## src/rtl/bba_pkg.sv

```systemverilog
// ----------------------------------------------------------------------------
// bba_pkg
// Types, codes and helpers shared by the bitmap block allocator files.
// ----------------------------------------------------------------------------
`default_nettype none

package bba_pkg;

  localparam int WORD_BITS = 64;
  localparam int POS_W     = 6;
  localparam int BLOCK_W   = 10;

  localparam logic ACT_ALLOC = 1'b0;
  localparam logic ACT_FREE  = 1'b1;

  localparam logic STATUS_OK   = 1'b0;
  localparam logic STATUS_FULL = 1'b1;

  typedef enum logic [4:0] {
    ST_CLEAR   = 5'b00001,
    ST_IDLE    = 5'b00010,
    ST_SCAN    = 5'b00100,
    ST_MODIFY  = 5'b01000,
    ST_RESPOND = 5'b10000
  } state_t;

  // block 0 of a word is its most significant bit
  function automatic logic [WORD_BITS-1:0] word_mask(input logic [POS_W-1:0] pos);
    word_mask = {1'b1, {(WORD_BITS-1){1'b0}}} >> pos;
  endfunction

endpackage

`default_nettype wire

```

## src/rtl/bba_if.sv

```systemverilog
// ----------------------------------------------------------------------------
// bba_req_if / bba_rsp_if
// Valid/ready channels for allocator requests and results.
// ----------------------------------------------------------------------------
`default_nettype none

interface bba_req_if;
  logic       valid;
  logic       ready;
  logic       action;
  logic [9:0] block_index;

  modport source (output valid, output action, output block_index, input ready);
  modport sink   (input valid, input action, input block_index, output ready);
endinterface

interface bba_rsp_if;
  logic       valid;
  logic       ready;
  logic       status;
  logic [9:0] granted_block;

  modport source (output valid, output status, output granted_block, input ready);
  modport sink   (input valid, input status, input granted_block, output ready);
endinterface

`default_nettype wire

```

## src/rtl/bba_ffs.sv

```systemverilog
// ----------------------------------------------------------------------------
// bba_ffs
// Finds the lowest-numbered free block (highest set bit) in one map word.
// ----------------------------------------------------------------------------
`default_nettype none

module bba_ffs (
  input  logic [bba_pkg::WORD_BITS-1:0] word,
  output logic                          found,
  output logic [bba_pkg::POS_W-1:0]     pos
);
  import bba_pkg::*;

  always_comb begin
    pos = '0;
    for (int i = 0; i < WORD_BITS; i++) begin
      if (word[i]) begin
        pos = POS_W'(WORD_BITS - 1 - i);
      end
    end
  end

  assign found = |word;

endmodule

`default_nettype wire

```

## src/rtl/bba_map.sv

```systemverilog
// ----------------------------------------------------------------------------
// bba_map
// Free map storage: one write and one registered read per cycle, with a
// sweep after reset that marks every block free.
// ----------------------------------------------------------------------------
`default_nettype none

module bba_map #(
  parameter int MAP_WORDS = 16,
  parameter int AW        = 4
) (
  input  logic                          clk,
  input  logic                          rst,
  input  logic                          rd_en,
  input  logic [AW-1:0]                 rd_addr,
  output logic [bba_pkg::WORD_BITS-1:0] rd_data,
  input  logic                          wr_en,
  input  logic [AW-1:0]                 wr_addr,
  input  logic [bba_pkg::WORD_BITS-1:0] wr_data,
  output logic                          busy
);
  import bba_pkg::*;

  localparam logic [AW-1:0] LAST_WORD = AW'(MAP_WORDS - 1);

  logic [WORD_BITS-1:0] mem [MAP_WORDS];
  logic [AW-1:0]        clr_addr;

  always_ff @(posedge clk) begin
    if (rst) begin
      busy     <= 1'b1;
      clr_addr <= '0;
    end else if (busy) begin
      if (clr_addr == LAST_WORD) begin
        busy <= 1'b0;
      end else begin
        clr_addr <= clr_addr + 1'b1;
      end
    end
  end

  always_ff @(posedge clk) begin
    if (busy) begin
      mem[clr_addr] <= '1;
    end else if (wr_en) begin
      mem[wr_addr] <= wr_data;
    end
  end

  always_ff @(posedge clk) begin
    if (rd_en) begin
      rd_data <= mem[rd_addr];
    end
  end

endmodule

`default_nettype wire

```

## src/rtl/bitmap_block_allocator_core.sv

```systemverilog
// ----------------------------------------------------------------------------
// bitmap_block_allocator_core
// First-fit block allocator over a free map, one 64-bit word scanned a cycle.
// ----------------------------------------------------------------------------
// Allocate: accept, a scan of up to MAP_WORDS words in turn, respond.
// Free: accept, read-modify-write, respond; beyond the map: accept, respond.
// Throughput: one request at a time; a new request is taken once the
//   previous result sits in the output register.
// Reset: a sweep over all MAP_WORDS words marks all blocks free; no request is
//   accepted until it ends.
`default_nettype none

module bitmap_block_allocator_core #(
  parameter int MAP_WORDS = 16
) (
  input  logic      clk,
  input  logic      rst,
  bba_req_if.sink   req,
  bba_rsp_if.source rsp
);
  import bba_pkg::*;

  localparam int            AW        = (MAP_WORDS > 1) ? $clog2(MAP_WORDS) : 1;
  localparam logic [AW-1:0] LAST_WORD = AW'(MAP_WORDS - 1);
  localparam logic [10:0]   NUM_WORDS = 11'(MAP_WORDS);

  state_t               state;
  logic [AW-1:0]        ptr;
  logic [POS_W-1:0]     bit_pos;
  logic                 res_status;
  logic [BLOCK_W-1:0]   res_granted;
  logic                 out_valid;
  logic                 out_status;
  logic [BLOCK_W-1:0]   out_granted;

  logic                 map_rd_en;
  logic [AW-1:0]        map_rd_addr;
  logic [WORD_BITS-1:0] map_rd_data;
  logic                 map_wr_en;
  logic [AW-1:0]        map_wr_addr;
  logic [WORD_BITS-1:0] map_wr_data;
  logic                 map_busy;

  logic                 ffs_found;
  logic [POS_W-1:0]     ffs_pos;

  logic                 accept;
  logic [10:0]          free_word;
  logic                 free_in_range;
  logic [15:0]          blk_num;

  bba_map #(
    .MAP_WORDS (MAP_WORDS),
    .AW        (AW)
  ) u_map (
    .clk     (clk),
    .rst     (rst),
    .rd_en   (map_rd_en),
    .rd_addr (map_rd_addr),
    .rd_data (map_rd_data),
    .wr_en   (map_wr_en),
    .wr_addr (map_wr_addr),
    .wr_data (map_wr_data),
    .busy    (map_busy)
  );

  bba_ffs u_ffs (
    .word  (map_rd_data),
    .found (ffs_found),
    .pos   (ffs_pos)
  );

  assign req.ready         = (state == ST_IDLE);
  assign accept            = req.valid && req.ready;
  assign free_word         = {7'b0, req.block_index[9:6]};
  assign free_in_range     = (free_word < NUM_WORDS);
  assign blk_num           = 16'({ptr, ffs_pos});

  assign rsp.valid         = out_valid;
  assign rsp.status        = out_status;
  assign rsp.granted_block = out_granted;

  always_comb begin
    map_rd_en   = 1'b0;
    map_rd_addr = ptr;
    map_wr_en   = 1'b0;
    map_wr_addr = ptr;
    map_wr_data = map_rd_data;
    case (state)
      ST_IDLE: begin
        if (accept) begin
          if (req.action == ACT_FREE) begin
            map_rd_en   = free_in_range;
            map_rd_addr = AW'(free_word);
          end else begin
            map_rd_en   = 1'b1;
            map_rd_addr = '0;
          end
        end
      end
      ST_SCAN: begin
        if (ffs_found) begin
          map_wr_en   = 1'b1;
          map_wr_data = map_rd_data & ~word_mask(ffs_pos);
        end else if (ptr != LAST_WORD) begin
          map_rd_en   = 1'b1;
          map_rd_addr = ptr + 1'b1;
        end
      end
      ST_MODIFY: begin
        map_wr_en   = 1'b1;
        map_wr_data = map_rd_data | word_mask(bit_pos);
      end
      default: begin
      end
    endcase
  end

  always_ff @(posedge clk) begin
    if (rst) begin
      state     <= ST_CLEAR;
      out_valid <= 1'b0;
    end else begin
      if (out_valid && rsp.ready && state != ST_RESPOND) begin
        out_valid <= 1'b0;
      end
      case (state)
        ST_CLEAR: begin
          if (!map_busy) begin
            state <= ST_IDLE;
          end
        end
        ST_IDLE: begin
          if (accept) begin
            res_status  <= STATUS_OK;
            res_granted <= '0;
            if (req.action == ACT_FREE) begin
              ptr     <= AW'(free_word);
              bit_pos <= req.block_index[5:0];
              state   <= free_in_range ? ST_MODIFY : ST_RESPOND;
            end else begin
              ptr   <= '0;
              state <= ST_SCAN;
            end
          end
        end
        ST_SCAN: begin
          if (ffs_found) begin
            res_granted <= blk_num[BLOCK_W-1:0];
            state       <= ST_RESPOND;
          end else if (ptr == LAST_WORD) begin
            res_status <= STATUS_FULL;
            state      <= ST_RESPOND;
          end else begin
            ptr <= ptr + 1'b1;
          end
        end
        ST_MODIFY: begin
          state <= ST_RESPOND;
        end
        ST_RESPOND: begin
          if (!out_valid || rsp.ready) begin
            out_valid   <= 1'b1;
            out_status  <= res_status;
            out_granted <= res_granted;
            state       <= ST_IDLE;
          end
        end
        default: begin
          state <= ST_IDLE;
        end
      endcase
    end
  end

  a_busy_after_accept: assert property (@(posedge clk) disable iff (rst)
    accept |=> !req.ready)
    else $error("request taken while a previous one is in flight");

  a_rsp_from_respond: assert property (@(posedge clk) disable iff (rst)
    $rose(rsp.valid) |-> $past(state == ST_RESPOND))
    else $error("result raised outside the respond step");

  a_write_in_update: assert property (@(posedge clk) disable iff (rst)
    map_wr_en |-> (state == ST_SCAN || state == ST_MODIFY))
    else $error("map written outside an update step");

  a_no_rw_overlap: assert property (@(posedge clk) disable iff (rst)
    !(map_wr_en && map_rd_en))
    else $error("map read and written in the same cycle");

  a_no_request_in_clear: assert property (@(posedge clk) disable iff (rst)
    map_busy |-> !req.ready)
    else $error("request accepted during the clearing sweep");

endmodule

`default_nettype wire

```

## src/flat_wrapper.sv

```systemverilog
// flat-port wrapper written by rule: the top's interface ports become plain ports
module bitmap_block_allocator_core_flat import bba_pkg::*;
#(
  parameter int MAP_WORDS = 16
)
  (clk, rst, req_valid, req_action, req_block_index, req_ready, rsp_valid, rsp_status, rsp_granted_block, rsp_ready);
  bba_req_if req_i ();
  bba_rsp_if rsp_i ();
  input  logic clk;
  input  logic rst;
  input wire logic [$bits(req_i.valid)-1:0] req_valid;
  input wire logic [$bits(req_i.action)-1:0] req_action;
  input wire logic [$bits(req_i.block_index)-1:0] req_block_index;
  output wire logic [$bits(req_i.ready)-1:0] req_ready;
  output wire logic [$bits(rsp_i.valid)-1:0] rsp_valid;
  output wire logic [$bits(rsp_i.status)-1:0] rsp_status;
  output wire logic [$bits(rsp_i.granted_block)-1:0] rsp_granted_block;
  input wire logic [$bits(rsp_i.ready)-1:0] rsp_ready;
  assign req_i.valid = req_valid;
  assign req_i.action = req_action;
  assign req_i.block_index = req_block_index;
  assign req_ready = req_i.ready;
  assign rsp_valid = rsp_i.valid;
  assign rsp_status = rsp_i.status;
  assign rsp_granted_block = rsp_i.granted_block;
  assign rsp_i.ready = rsp_ready;
  bitmap_block_allocator_core #(.MAP_WORDS(MAP_WORDS)) u_core (.clk(clk), .rst(rst), .req(req_i), .rsp(rsp_i));
endmodule
```

## config.mk

```make
export PLATFORM = sky130hd
export DESIGN_NAME = bitmap_block_allocator_core_flat
export DESIGN_NICKNAME = d
export VERILOG_FILES = /design/src/rtl/bba_pkg.sv /design/src/rtl/bba_if.sv /design/src/rtl/bba_ffs.sv /design/src/rtl/bba_map.sv /design/src/rtl/bitmap_block_allocator_core.sv /design/src/flat_wrapper.sv
export SDC_FILE = /design/constraint.sdc
export NUM_CORES = 2
export LEC_CHECK = 0
export BUFFER_PORTS_ARGS = -buffer_cell sky130_fd_sc_hd__buf_2
export CAP_MARGIN = 20
export CORE_ASPECT_RATIO = 1.2
export CORE_MARGIN = 3
export CORE_UTILIZATION = 57
export CTS_CLUSTER_SIZE = 16
export DETAILED_ROUTE_END_ITERATION = 12
export PLACE_DENSITY = 0.79
export SYNTH_ARGS = -nofsm -noshare
export SYNTH_HDL_FRONTEND = slang
export SYNTH_HIERARCHICAL = 1
export SYNTH_SLANG_ARGS = --single-unit
```

## constraint.sdc

```tcl
create_clock -name clk -period 5.5 [get_ports clk]
set_input_delay 0.825 -clock clk [delete_from_list [all_inputs] [get_ports clk]]
set_output_delay 0.825 -clock clk [all_outputs]
set_load 0.005 [all_outputs]
```

==> run_results.csv <==
group,metric,value,unit
placement,io_buffers,27,
timing,rsz0062_at_grt,"false",
logic_synthesis,async_flop_share,0,%
worst_hold_path,min-delay-path-class,"in -> reg",
timing,tns,0,ns
timing,maxSlewViolCount,0,
setup_path,path_max_fanout,44,
clocking,postCtsHoldBufs,0,
status,outcome,"finished clean",
setup_path,r2r-start,"u_core/u_map/rd_data[17]",
timing,worst_slew_pin_slew,1.156,ns
clocking,clkTransAtPathRegs,0.07,ns
timing,hold_viol,0,
timing,max_freq,0.2107,GHz
layout,final_util,64.64,%
logic_synthesis,synth_edf_count,1120,
timing,slew_headroom,22.95,%
global_route,grt_overflow,0,
setup_path,end_kind,"flip-flop",
logic_synthesis,synth_flop_cell,"edfxtp_1",
setup_path,reg2reg_slack,0.75,ns
routing,ant_nets,0,
floorplanning,die_width,261.1,µm
worst_hold_path,worstHoldStart,"req_block_index[3]",
clocking,cts_resized,0,
routing,routed-via-count,23750,
layout,drive_gt1_share,22.74,%
timing,fin_crit_sh,86.28,%
floorplanning,die_area,0.08151,mm²
global_route,grt_pass1_vias,24130,
pwr,irDropWorstVdd,0.0002621,V
logic_synthesis,syn_avg_cell_area,19.90,µm²
floorplanning,io_pins,28,
layout,area_growth,11.71,%
routing,post-route-drc-count,0,
placement,place_ws,0.8808,ns
flow_run,drv_cap,0,
global_route,grt_pass1_wl,165100,µm
setup_path,startpoint,"u_core/u_map/rd_data[17]",
placement,post-dp-hpwl,62060,µm
logic_synthesis,mappedNetlistArea,0.04452,mm²
logic_synthesis,ys_seq_area_share,76.04,%
timing,finalWorstSetupSlack,0.7544,ns
worst_hold_path,hold_end,"u_core/bit_pos[3]",
clocking,cts-root-buf,"clkbuf_16",
worst_hold_path,hold_depth,1,
placement,dpl.cell_count,3239,
routing,first_iter_violations,3141,
floorplanning,rows,111,
floorplanning,die_height,312.1,µm
routing,drt-total-wl,112300,µm
setup_path,cp.required,5.91,ns
logic_synthesis,synth_cells,2237,
clocking,clock_sinks,1131,
routing,vias_per_cell,6.923,
layout,layout.nets,2344,
setup_path,r2r-end,"u_core/u_map/rd_data[2]",
logic_synthesis,synth-seq-cells,1131,
logic_synthesis,synth_cell_types,77,
logic_synthesis,yosys_warnings,6,
setup_path,critPathArrivalTime,5.16,ns
timing,period_minus_slack,4.746,ns
clocking,cts_tree,"yes",
clocking,insertion_delay,0.70,ns
clocking,cts_setup_buffers,0,
floorplanning,start_util,57.86,%
timing,setup_viol,0,
placement,gp_congestion,1.001,
routing,wl_per_cell,32.72,µm
global_route,grt_usage,28.21,%
floorplanning,core_area,0.07694,mm²
setup_path,start_kind,"flip-flop",
pwr,p_leak,16.19,nW
routing,drtPass1Iterations,6,
clocking,clk_path_buf_depth,3,
pwr,cellPowerDensity,345.7,mW/mm²
setup_path,path_class,"reg -> reg",
global_route,grt_max_degree,95,
layout,n_antenna_cell,0,
setup_path,worst-r2r-cell-count,13,
clocking,h-tree-depth,3,
timing,finClkSkew,0.02980,ns
logic_synthesis,syn_nets,2254,
layout,final_cells,3431,
global_route,antenna_found_initial,1,
timing,fin_hold_ws,0.3539,ns
clocking,cts_buffers,103,
layer usage:
| layer | vias to the layer above | global-route usage (%) | part of all wire, % |
|---|---|---|---|
| met2 | 1754 | 45.21 | 49 |
| met1 | 12190 | 38.65 | 36 |
| met3 | 320 | 5.033 | 11 |
| met4 | 2 | 12.34 | 4.7 |
| li1 | 9485 | - | - |
| met5 | - | 0 | 0.011 |
logic make-up after synthesis:
logic type | synth area share (%)
DFF | 76.04
and+or+nand+nor | 4.741
AOI/OAI and AO/OA | 4.843
muxes | 12.97
buffers and inverters | 1.346
adders and majority gates | 0.05620
layout make-up:
type                            count  area [µm²]
Tap cell                         1017        1272
Multi-Input combinational cell    979       10230
Sequential cell                  1131       33850
Clock buffer                      122        2649
Fill cell                        4900       27210
Inverter                           24       90.09
Clock inverter                     70       819.5
Timing Repair Buffer               88       818.3
Yosys cell counts, types with 3 or more instances:
| master | count | area, µm² |
|---|---|---|
| edfxtp_1 | 1120 | 33630 |
| mux4_2 | 256 | 5766 |
| a22oi_1 | 129 | 968.4 |
| nand2_1 | 100 | 375.4 |
| o21ai_0 | 97 | 485.5 |
| nand2b_1 | 75 | 469.2 |
| nor2_1 | 55 | 206.5 |
| clkbuf_1 | 47 | 176.4 |
| o21ai_1 | 34 | 170.2 |
| nand3_1 | 32 | 160.2 |
| inv_1 | 24 | 90.09 |
| a21oi_1 | 21 | 105.1 |
| buf_1 | 19 | 71.32 |
| nor2b_1 | 19 | 118.9 |
| buf_4 | 18 | 135.1 |
| nor4_1 | 17 | 106.4 |
| and3_1 | 14 | 87.58 |
| nor3_1 | 14 | 70.07 |
| buf_2 | 13 | 65.06 |
| dfxtp_1 | 11 | 220.2 |
| o211ai_1 | 9 | 67.56 |
| a31oi_1 | 8 | 50.05 |
| o22ai_1 | 6 | 37.54 |
| or2_2 | 6 | 37.54 |
| or3_1 | 6 | 37.54 |
| buf_6 | 5 | 56.30 |
| nand3b_1 | 5 | 37.54 |
| o31ai_1 | 4 | 30.03 |
| a211oi_1 | 3 | 22.52 |
| nand4_1 | 3 | 18.77 |
| o21a_1 | 3 | 22.52 |
| o21bai_1 | 3 | 22.52 |
| or4_1 | 3 | 22.52 |
sequential cells by signal, indices dropped and copies added (netlist names):
signal	cells
u_core/u_map/rd_data	64
u_core/rsp.status	1
u_core/u_map/busy	1
u_core/state	5
u_core/bit_pos	6
u_core/map_wr_addr	4
u_core/u_map/clr_addr	4
u_core/res_status	1
u_core/u_map/mem	1024
u_core/rsp.valid	1
u_core/rsp.granted_block	10
u_core/res_granted	10
report_power, final:
group	internal (W)	switching (W)
clock network	0.00414	0.00315
logic	0.000124	0.000291
registers	0.00945	0.0000373
placed cells by master (no fill, tap or decap), drive strengths merged, types with 9 or more instances in the layout:
| cell | n |
|---|---|
| nor2b | 20 |
| inv | 28 |
| o21ai | 131 |
| clkbuf | 122 |
| nor4 | 20 |
| and3 | 14 |
| mux4 | 256 |
| o211ai | 9 |
| buf | 88 |
| nand3 | 33 |
| nand2b | 77 |
| nand2 | 102 |
| nor2 | 56 |
| dfxtp | 11 |
| nor3 | 15 |
| bufinv | 14 |
| a22oi | 129 |
| edfxtp | 1120 |
| clkinv | 46 |
| a21oi | 21 |
stage by stage:
step | cell area, µm² | power [W]
3_3_place_gp | 46270 | 0.01006
4_1_cts | 49730 | 0.01729
2_1_floorplan | 44520 | 0.009914
3_5_place_dp | 46270 | 0.01008
5_1_grt | 49730 | 0.01765
6_report | 49730 | 0.01719
worst max path at each step:
stage / to / slack, ns / cells past startpoint
after floorplan: u_core/u_map/mem[7][0] / 0.14 / 10
after global placement: u_core/u_map/rd_data[26] / 0.87 / 13
after detailed placement: u_core/u_map/rd_data[2] / 0.88 / 13
after CTS: u_core/u_map/rd_data[2] / 0.80 / 13
after global routing: u_core/u_map/rd_data[2] / 0.50 / 13
final: u_core/u_map/rd_data[2] / 0.75 / 13
critical path, stage by stage, from the launching register on:
cell,delay [ns]
edfxtp_1,0.57
nor4_1,0.56
and3_1,0.33
nand2_1,0.10
nor2_2,0.12
nand3b_1,0.23
inv_1,0.20
nand4_1,0.34
o211ai_1,0.36
buf_4,0.30
buf_12,0.36
mux4_2,0.56
a22oi_1,0.24
nand2_1,0.17
(Power assumes the default switching activity.)
